<file path="src/rtl/core/tva_pkg.sv">
// Package for the tiered voice allocator: default sizes, operation codes,
// tier codes and the layout of one slot entry. No dependencies.
`default_nettype none
package tva_pkg;
   localparam int DEF_FIRST_TIER_SLOTS  = 32;
   localparam int DEF_SECOND_TIER_SLOTS = 16;
   localparam int DEF_THIRD_TIER_SLOTS  = 16;

   localparam int OP_W    = 3;
   localparam int NOTE_W  = 7;
   localparam int VEL_W   = 7;
   localparam int CHAN_W  = 8;
   localparam int PRIO_W  = 2;
   localparam int SEL_W   = 6;
   localparam int STAMP_W = 32;
   localparam int TIER_W  = 2;
   localparam int REL_W   = 7;
   localparam int CNT_W   = 7;

   localparam logic [OP_W-1:0] OP_NOTE_ON       = 3'd0;
   localparam logic [OP_W-1:0] OP_NOTE_OFF      = 3'd1;
   localparam logic [OP_W-1:0] OP_ALL_NOTES_OFF = 3'd2;
   localparam logic [OP_W-1:0] OP_FREE_VOICE    = 3'd3;
   localparam logic [OP_W-1:0] OP_FREE_ALL      = 3'd4;

   localparam logic [TIER_W-1:0] TIER_FIRST  = 2'd0;
   localparam logic [TIER_W-1:0] TIER_SECOND = 2'd1;
   localparam logic [TIER_W-1:0] TIER_THIRD  = 2'd2;

   localparam logic [CHAN_W-1:0] ALL_CHANNELS     = 8'd255;
   localparam logic [PRIO_W-1:0] PRIO_UNTOUCHABLE = 2'd3;

   typedef struct packed {
      logic [NOTE_W-1:0]  note;
      logic [VEL_W-1:0]   velocity;
      logic [CHAN_W-1:0]  channel;
      logic [PRIO_W-1:0]  prio;
      logic [STAMP_W-1:0] stamp;
   } slot_entry_type;
endpackage
`default_nettype wire

</file>
<file path="src/rtl/core/tva_slot_mem.sv">
// Slot attribute memory: one write port, one read port, registered read data.
// Depends on tva_pkg for the entry layout.
`default_nettype none
module tva_slot_mem #(
   parameter int DEPTH = tva_pkg::DEF_FIRST_TIER_SLOTS + tva_pkg::DEF_SECOND_TIER_SLOTS +
                         tva_pkg::DEF_THIRD_TIER_SLOTS,
   parameter int AW    = $clog2(DEPTH)
) (
   input  wire                         clock,
   input  wire                         wr_en,
   input  wire  [AW-1:0]               wr_addr,
   input  wire tva_pkg::slot_entry_type wr_data,
   input  wire                         rd_en,
   input  wire  [AW-1:0]               rd_addr,
   output tva_pkg::slot_entry_type     rd_data
);
   import tva_pkg::*;

   slot_entry_type mem [DEPTH];

   // Write port.
   always_ff @(posedge clock) begin
      if (wr_en) begin
         mem[wr_addr] <= wr_data;
      end
   end

   // Read port with registered read data.
   always_ff @(posedge clock) begin
      if (rd_en) begin
         rd_data <= mem[rd_addr];
      end
   end
endmodule
`default_nettype wire

</file>
<file path="src/rtl/core/tiered_voice_allocator.sv">
// Top level of the tiered voice allocator: request capture, slot scan and
// grant decision around the slot memory. Depends on tva_pkg and tva_slot_mem.
`default_nettype none
// Every operation walks the slot memory one entry per cycle through its single
// read port, collecting free slots, steal candidates, note-off matches and
// active counts, then commits once the output register is free.
// One transaction is worked on at a time; the next is taken while the previous
// result still waits in the output register.
module tiered_voice_allocator #(
   parameter int FIRST_TIER_SLOTS  = tva_pkg::DEF_FIRST_TIER_SLOTS,
   parameter int SECOND_TIER_SLOTS = tva_pkg::DEF_SECOND_TIER_SLOTS,
   parameter int THIRD_TIER_SLOTS  = tva_pkg::DEF_THIRD_TIER_SLOTS
) (
   input  wire                          clock,
   input  wire                          reset,
   input  wire                          req_valid,
   output logic                         req_stall,
   input  wire  [tva_pkg::OP_W-1:0]     req_opcode,
   input  wire  [tva_pkg::NOTE_W-1:0]   req_note,
   input  wire  [tva_pkg::VEL_W-1:0]    req_velocity,
   input  wire  [tva_pkg::CHAN_W-1:0]   req_channel,
   input  wire  [tva_pkg::PRIO_W-1:0]   req_priority_req,
   input  wire  [tva_pkg::SEL_W-1:0]    req_slot_select,
   output logic                         rsp_valid,
   input  wire                          rsp_stall,
   output logic                         rsp_granted,
   output logic [5:0]                   rsp_slot_granted,
   output logic [tva_pkg::TIER_W-1:0]   rsp_tier,
   output logic                         rsp_stolen,
   output logic [tva_pkg::REL_W-1:0]    rsp_release_count,
   output logic [5:0]                   rsp_first_tier_active,
   output logic [4:0]                   rsp_second_tier_active,
   output logic [4:0]                   rsp_third_tier_active,
   output logic [31:0]                  rsp_steal_total
);
   import tva_pkg::*;

   localparam int TOTAL       = FIRST_TIER_SLOTS + SECOND_TIER_SLOTS + THIRD_TIER_SLOTS;
   localparam int SECOND_BASE = FIRST_TIER_SLOTS;
   localparam int THIRD_BASE  = FIRST_TIER_SLOTS + SECOND_TIER_SLOTS;
   localparam int IW          = $clog2(TOTAL);
   localparam int RW          = $clog2(TOTAL + 1);

   localparam logic [1:0] ST_IDLE   = 2'd0;
   localparam logic [1:0] ST_SCAN   = 2'd1;
   localparam logic [1:0] ST_DECIDE = 2'd2;

   logic [1:0]         state_ff, state_in;
   logic [TOTAL-1:0]   active_ff, active_in;
   logic [TOTAL-1:0]   releasing_ff, releasing_in;
   logic [31:0]        seq_ff, seq_in;
   logic [31:0]        steal_ff, steal_in;

   // Captured request.
   logic [OP_W-1:0]    op_ff;
   logic [NOTE_W-1:0]  note_ff;
   logic [VEL_W-1:0]   vel_ff;
   logic [CHAN_W-1:0]  chan_ff;
   logic [PRIO_W-1:0]  prio_ff;

   // Scan pipeline.
   logic [RW-1:0]      scan_ff, scan_in;
   logic               cmp_vld_ff, cmp_vld_in;
   logic [IW-1:0]      cmp_idx_ff, cmp_idx_in;
   slot_entry_type     rd_data;
   slot_entry_type     wr_data;
   logic               wr_en;
   logic [IW-1:0]      wr_addr;

   // Scan results.
   logic [CNT_W-1:0]   cnt_ff [3];
   logic [CNT_W-1:0]   cnt_in [3];
   logic               free_vld_ff [3];
   logic               free_vld_in [3];
   logic [IW-1:0]      free_idx_ff [3];
   logic [IW-1:0]      free_idx_in [3];
   logic               vic_vld_ff [2];
   logic               vic_vld_in [2];
   logic [IW-1:0]      vic_idx_ff [2];
   logic [IW-1:0]      vic_idx_in [2];
   logic [PRIO_W-1:0]  vic_prio_ff [2];
   logic [PRIO_W-1:0]  vic_prio_in [2];
   logic [31:0]        vic_age_ff [2];
   logic [31:0]        vic_age_in [2];
   logic [RW-1:0]      rel_ff, rel_in;

   // Grant selection.
   logic               sel_vld;
   logic [IW-1:0]      sel_idx;
   logic [1:0]         sel_tier;
   logic               sel_steal;
   logic               out_free;
   logic               req_take;

   // Scan helpers.
   logic [1:0]         cur_tier;
   logic               cur_act;
   logic [31:0]        cur_age;
   logic               cur_hit;

   assign out_free = !rsp_valid || !rsp_stall;
   assign req_take = req_valid && !req_stall;
   assign req_stall = (state_ff != ST_IDLE);

   tva_slot_mem #(.DEPTH(TOTAL), .AW(IW)) u_mem (
      .clock   (clock),
      .wr_en   (wr_en),
      .wr_addr (wr_addr),
      .wr_data (wr_data),
      .rd_en   (scan_ff < RW'(TOTAL)),
      .rd_addr (IW'(scan_ff)),
      .rd_data (rd_data)
   );

   // Classification of the entry that the memory returns this cycle.
   always_comb begin
      if (32'(cmp_idx_ff) < SECOND_BASE) begin
         cur_tier = 2'd0;
      end else if (32'(cmp_idx_ff) < THIRD_BASE) begin
         cur_tier = 2'd1;
      end else begin
         cur_tier = 2'd2;
      end
      cur_act = active_ff[cmp_idx_ff];
      cur_age = seq_ff - rd_data.stamp;
      if (op_ff == OP_NOTE_OFF) begin
         cur_hit = cur_act && rd_data.note == note_ff && rd_data.channel == chan_ff;
      end else if (op_ff == OP_ALL_NOTES_OFF) begin
         cur_hit = cur_act && (chan_ff == ALL_CHANNELS || rd_data.channel == chan_ff);
      end else begin
         cur_hit = 1'b0;
      end
   end

   // Grant choice: free first tier, steal first tier, free second, steal
   // second, free third.
   always_comb begin
      sel_vld   = 1'b1;
      sel_steal = 1'b0;
      sel_tier  = 2'd0;
      sel_idx   = free_idx_ff[0];
      if (free_vld_ff[0]) begin
         sel_idx = free_idx_ff[0];
      end else if (vic_vld_ff[0]) begin
         sel_idx   = vic_idx_ff[0];
         sel_steal = 1'b1;
      end else if (free_vld_ff[1]) begin
         sel_idx  = free_idx_ff[1];
         sel_tier = 2'd1;
      end else if (vic_vld_ff[1]) begin
         sel_idx   = vic_idx_ff[1];
         sel_tier  = 2'd1;
         sel_steal = 1'b1;
      end else if (free_vld_ff[2]) begin
         sel_idx  = free_idx_ff[2];
         sel_tier = 2'd2;
      end else begin
         sel_vld = 1'b0;
      end
      if (op_ff != OP_NOTE_ON) begin
         sel_vld   = 1'b0;
         sel_steal = 1'b0;
      end
   end

   assign wr_en   = (state_ff == ST_DECIDE) && out_free && sel_vld;
   assign wr_addr = sel_idx;
   always_comb begin
      wr_data.note     = note_ff;
      wr_data.velocity = vel_ff;
      wr_data.channel  = chan_ff;
      wr_data.prio     = prio_ff;
      wr_data.stamp    = seq_ff;
   end

   // Sequencer and state updates.
   always_comb begin
      state_in     = state_ff;
      active_in    = active_ff;
      releasing_in = releasing_ff;
      seq_in       = seq_ff;
      steal_in     = steal_ff;
      scan_in      = scan_ff;
      cmp_vld_in   = 1'b0;
      cmp_idx_in   = IW'(scan_ff);
      rel_in       = rel_ff;
      cnt_in       = cnt_ff;
      free_vld_in  = free_vld_ff;
      free_idx_in  = free_idx_ff;
      vic_vld_in   = vic_vld_ff;
      vic_idx_in   = vic_idx_ff;
      vic_prio_in  = vic_prio_ff;
      vic_age_in   = vic_age_ff;
      case (state_ff)
         ST_IDLE: begin
            if (req_take) begin
               // Free operations act on the flags before the scan counts them.
               if (req_opcode == OP_FREE_ALL) begin
                  active_in    = '0;
                  releasing_in = '0;
               end else if (req_opcode == OP_FREE_VOICE &&
                            32'(req_slot_select) < TOTAL) begin
                  active_in[IW'(req_slot_select)]    = 1'b0;
                  releasing_in[IW'(req_slot_select)] = 1'b0;
               end
               scan_in  = '0;
               rel_in   = '0;
               for (int t = 0; t < 3; t++) begin
                  cnt_in[t]      = '0;
                  free_vld_in[t] = 1'b0;
               end
               for (int t = 0; t < 2; t++) begin
                  vic_vld_in[t]  = 1'b0;
                  vic_prio_in[t] = PRIO_UNTOUCHABLE;
               end
               state_in = ST_SCAN;
            end
         end
         ST_SCAN: begin
            if (scan_ff < RW'(TOTAL)) begin
               cmp_vld_in = 1'b1;
               scan_in    = scan_ff + RW'(1);
            end else if (!cmp_vld_ff) begin
               state_in = ST_DECIDE;
            end
            if (cmp_vld_ff) begin
               if (cur_act) begin
                  cnt_in[cur_tier] = cnt_ff[cur_tier] + CNT_W'(1);
               end
               if (!cur_act && !free_vld_ff[cur_tier]) begin
                  free_vld_in[cur_tier] = 1'b1;
                  free_idx_in[cur_tier] = cmp_idx_ff;
               end
               // Steal candidate: lowest priority below the request, oldest wins.
               if (cur_act && cur_tier != 2'd2 && rd_data.prio < prio_ff) begin
                  if (rd_data.prio < vic_prio_ff[cur_tier[0]] ||
                      (vic_vld_ff[cur_tier[0]] && rd_data.prio == vic_prio_ff[cur_tier[0]] &&
                       cur_age > vic_age_ff[cur_tier[0]])) begin
                     vic_vld_in[cur_tier[0]]  = 1'b1;
                     vic_idx_in[cur_tier[0]]  = cmp_idx_ff;
                     vic_prio_in[cur_tier[0]] = rd_data.prio;
                     vic_age_in[cur_tier[0]]  = cur_age;
                  end
               end
               if (cur_hit) begin
                  releasing_in[cmp_idx_ff] = 1'b1;
                  rel_in = rel_ff + RW'(1);
               end
            end
         end
         ST_DECIDE: begin
            if (out_free) begin
               if (sel_vld) begin
                  active_in[sel_idx]    = 1'b1;
                  releasing_in[sel_idx] = 1'b0;
                  seq_in = seq_ff + 32'd1;
                  if (sel_steal) begin
                     steal_in = steal_ff + 32'd1;
                  end
               end
               state_in = ST_IDLE;
            end
         end
         default: begin
            state_in = ST_IDLE;
         end
      endcase
   end

   // Control registers.
   always_ff @(posedge clock) begin
      if (reset) begin
         state_ff     <= ST_IDLE;
         active_ff    <= '0;
         releasing_ff <= '0;
         seq_ff       <= '0;
         steal_ff     <= '0;
         cmp_vld_ff   <= 1'b0;
         scan_ff      <= '0;
      end else begin
         state_ff     <= state_in;
         active_ff    <= active_in;
         releasing_ff <= releasing_in;
         seq_ff       <= seq_in;
         steal_ff     <= steal_in;
         cmp_vld_ff   <= cmp_vld_in;
         scan_ff      <= scan_in;
      end
   end

   // Request capture and scan accumulators.
   always_ff @(posedge clock) begin
      if (req_take) begin
         op_ff   <= req_opcode;
         note_ff <= req_note;
         vel_ff  <= req_velocity;
         chan_ff <= req_channel;
         prio_ff <= req_priority_req;
      end
      cmp_idx_ff  <= cmp_idx_in;
      rel_ff      <= rel_in;
      cnt_ff      <= cnt_in;
      free_vld_ff <= free_vld_in;
      free_idx_ff <= free_idx_in;
      vic_vld_ff  <= vic_vld_in;
      vic_idx_ff  <= vic_idx_in;
      vic_prio_ff <= vic_prio_in;
      vic_age_ff  <= vic_age_in;
   end

   // Result transaction register.
   always_ff @(posedge clock) begin
      if (reset) begin
         rsp_valid <= 1'b0;
      end else if (state_ff == ST_DECIDE && out_free) begin
         rsp_valid <= 1'b1;
      end else if (!rsp_stall) begin
         rsp_valid <= 1'b0;
      end
   end

   always_ff @(posedge clock) begin
      if (state_ff == ST_DECIDE && out_free) begin
         rsp_granted       <= sel_vld;
         rsp_slot_granted  <= sel_vld ? 6'(sel_idx) : 6'd0;
         rsp_tier          <= sel_vld ? sel_tier : TIER_FIRST;
         rsp_stolen        <= sel_steal;
         rsp_release_count <= REL_W'(rel_ff);
         rsp_first_tier_active <= 6'(cnt_ff[0] +
            CNT_W'(sel_vld && !sel_steal && sel_tier == TIER_FIRST));
         rsp_second_tier_active <= 5'(cnt_ff[1] +
            CNT_W'(sel_vld && !sel_steal && sel_tier == TIER_SECOND));
         rsp_third_tier_active <= 5'(cnt_ff[2] +
            CNT_W'(sel_vld && !sel_steal && sel_tier == TIER_THIRD));
         rsp_steal_total   <= steal_ff + 32'(sel_steal);
      end
   end
endmodule
`default_nettype wire

</file>
<file path="config.mk">
export PLATFORM = sky130hd
export DESIGN_NAME = tiered_voice_allocator
export DESIGN_NICKNAME = d
export VERILOG_FILES = /design/src/rtl/core/tva_pkg.sv /design/src/rtl/core/tva_slot_mem.sv /design/src/rtl/core/tiered_voice_allocator.sv
export SDC_FILE = /design/constraint.sdc
export NUM_CORES = 2
export LEC_CHECK = 0
export ABC_AREA = 1
export BUFFER_PORTS_ARGS = -buffer_cell sky130_fd_sc_hd__clkbuf_2
export CELL_PAD_IN_SITES_DETAIL_PLACEMENT = 1
export CELL_PAD_IN_SITES_GLOBAL_PLACEMENT = 2
export CORE_MARGIN = 5
export CORE_UTILIZATION = 24
export CTS_CLUSTER_SIZE = 25
export DETAILED_ROUTE_END_ITERATION = 7
export PLACE_DENSITY = 0.55
export SYNTH_ARGS = -nofsm -noshare
export SYNTH_HDL_FRONTEND = slang
export SYNTH_HIERARCHICAL = 1
export SYNTH_SLANG_ARGS = --single-unit
</file>
<file path="constraint.sdc">
create_clock -name clock -period 9.6 [get_ports clock]
set_input_delay 1.44 -clock clock [delete_from_list [all_inputs] [get_ports clock]]
set_output_delay 1.44 -clock clock [all_outputs]
set_load 0.005 [all_outputs]
</file>
==> flow_metrics.py <==
metrics = {
    "routing": {
        "viasPerCell": 4.67,
        "wl_um": 543000,
        "vias": 98700,
        "drtPass1Iterations": 5,
        "drt_iter0_markers": 7256,
        "drc": 0,
        "ant_nets": 0,
        "routedWlPerCell_um": 25.7,
    },
    "setup_path": {
        "startpoint_type": "register",
        "crit_fanout": 66,
        "required_ns": 10.20,
        "end_kind": "register",
        "crit_arrival_ns": 5.85,
        "crit_type": "reg -> reg",
    },
    "global_route": {
        "overflow": 0,
        "grtUsageTotal_pct": 16.8,
        "grt_pass1_vias": 100000,
        "grt_pass1_wl_um": 767000,
        "grt_max_degree": 153,
        "antenna_found_initial": 25,
    },
    "clock_tree": {
        "cts_tree": "built",
        "htree_levels": 5,
        "cts_setup_buffers": 0,
        "clock_latency_ns": 1.01,
        "cts_resized": 0,
        "hold_buffers": 0,
        "cts_buffers": 410,
        "clkTransAtPathRegs_ns": 0.06,
        "clock-sinks": 3543,
        "clock_path_buffers": 4,
        "cts-root-buf": "clkbuf_16",
    },
    "place": {
        "numPortBuffers": 96,
        "dp_hpwl_um": 285000,
        "place.gp.congestion": 0.753,
        "pre_cts_slack_ns": 4.15,
    },
    "timing": {
        "setup_violations": 0,
        "post-route-period-util_pct": 54.7,
        "timing.setup.tns_ns": 0,
        "finalWorstSetupSlack_ns": 4.35,
        "rsz0062_at_grt": "no",
        "hold_viol_final": 0,
        "min_period_ns": 5.25,
        "worst_pin_slew_ns": 1.26,
        "slew_headroom_pct": 15.9,
        "fmax_mhz": 190,
        "final-max-slew-violation-count": 0,
        "fin_skew_ns": 0.0415,
    },
    "synth": {
        "syn-num-nets": 12900,
        "synth_cells": 12800,
        "yosys_warnings": 6,
        "synth_area_mm2": 0.147,
        "synth_area_per_cell_um2": 11.5,
    },
    "finish": {
        "final_nets": 12800,
        "syn_to_final_growth_pct": 15.4,
        "drive_gt1_share_pct": 8.45,
    },
    "die": {
        "fp.dieArea_mm2": 0.627,
        "die_x_um": 792,
        "initial_utilization_pct": 24.0,
        "die_h_um": 792,
        "rows": 287,
        "io_pins": 104,
        "core_area_mm2": 0.610,
    },
    "power_and_ir_drop": {
        "vdd_ir_drop_max_v": 0.000141,
        "power-per-cell-area_mw_per_mm2": 207,
        "power_mw": 35.1,
        "p_leak_nw": 60.0,
    },
    "status": {
        "status": "complete, no violations",
    },
    "worst_hold_path": {
        "hold_class": "reg -> reg",
    },
    "flow_run": {
        "cap_violations": 0,
    },
}
-- report_power, final --
group,switching [mW],internal [mW],total (mW)
combinational,2.31,0.768,3.08
clock,6.47,8.58,15.0
sequential,0.0591,16.9,17.0
-- final cells by class --
type	instances	area, µm²
tap	8092	10100
timing repair buffer	366	3020
sequential	3543	105000
clock inverter	205	1590
clock buffer	539	11000
multi-input combinational	8067	37300
inverter	311	1230
fill	67000	441000
antenna	11	27.5
-- cell usage in the layout, fill, tap and decap left out, types with 16 or more instances in the layout --
cell type	n
dfxtp_2	32
clkbuf_16	420
inv_2	16
a21oi_1	192
clkbuf_1	111
edfxtp_1	3398
nand3_1	3054
buf_4	229
mux2i_1	32
ha_1	79
nand4_1	31
clkinv_1	94
nor3_1	98
dfxtp_1	107
clkinv_2	68
nand2_1	3877
inv_1	283
xnor2_1	29
nor2_4	68
buf_12	41
xor2_1	79
clkbuf_2	96
o21ai_0	152
nor2_1	254
bufinv_16	20
-- flip-flops by register name, summed over array words and instances (netlist names), 32 cells and up --
signal and count:
u_mem/mem 3136, active_ff 64, vic_age_ff 64, u_mem/rd_data 49
rsp_steal_total 32, seq_ff 32, steal_ff 32
-- critical path, stage by stage, from the launching register on --
cell and delay, ns:
dfxtp_2 0.31, buf_4 0.53, ha_1 0.37, nand2_1 0.11
nor4_1 0.63, nand3_1 0.18, nand3_1 0.21, a21oi_1 0.12
xnor2_1 0.34, ha_1 0.20, nand2_1 0.06, nor2_1 0.17
nand3_1 0.10, nor2_1 0.14, nand2_1 0.07, nand2_1 0.05
nand2_1 0.10, nand2_1 0.08, nand4_1 0.21, nor2_4 0.32
buf_4 0.51
-- per-layer routing --
| metal | wire length (µm) | vias up | track usage (%) |
|---|---|---|---|
| met4 | 12700 | 0 | 3.76 |
| li1 | - | 44900 | - |
| met5 | 0 | - | 0 |
| met1 | 251000 | 51600 | 23.1 |
| met2 | 260000 | 1622 | 28.5 |
| met3 | 19200 | 635 | 1.74 |
-- stage by stage --
stage | instances | util, % | area (µm²) | hold slack, ns
2_1_floorplan | 12800 | - | 147000 | 0.360
3_3_place_gp | 20400 | 25.7 | 157000 | 0.448
3_5_place_dp | 20400 | 25.7 | 157000 | 0.457
4_1_cts | 21100 | 27.7 | 169000 | 0.465
5_1_grt | 21100 | 27.7 | 169000 | 0.471
6_report | 21100 | 27.7 | 169000 | 0.461
-- final timing paths --
| check | from | endpoint | slack (ns) | cells after the start |
|---|---|---|---|---|
| setup / recovery | seq_ff[16]$_SDFFE_PP0P_ | vic_age_ff[32]$_DFFE_PP_ | 4.35 | 20 |
| hold / removal | rel_ff[3]$_SDFFCE_PN0P_ | rsp_release_count[3]$_DFFE_PP_ | 0.46 | 0 |
| setup reg to reg | seq_ff[16]$_SDFFE_PP0P_ | vic_age_ff[32]$_DFFE_PP_ | 4.35 | 20 |
| hold reg to reg | rel_ff[3]$_SDFFCE_PN0P_ | rsp_release_count[3]$_DFFE_PP_ | 0.46 | 0 |
Power figures use the tool's default switching activity.
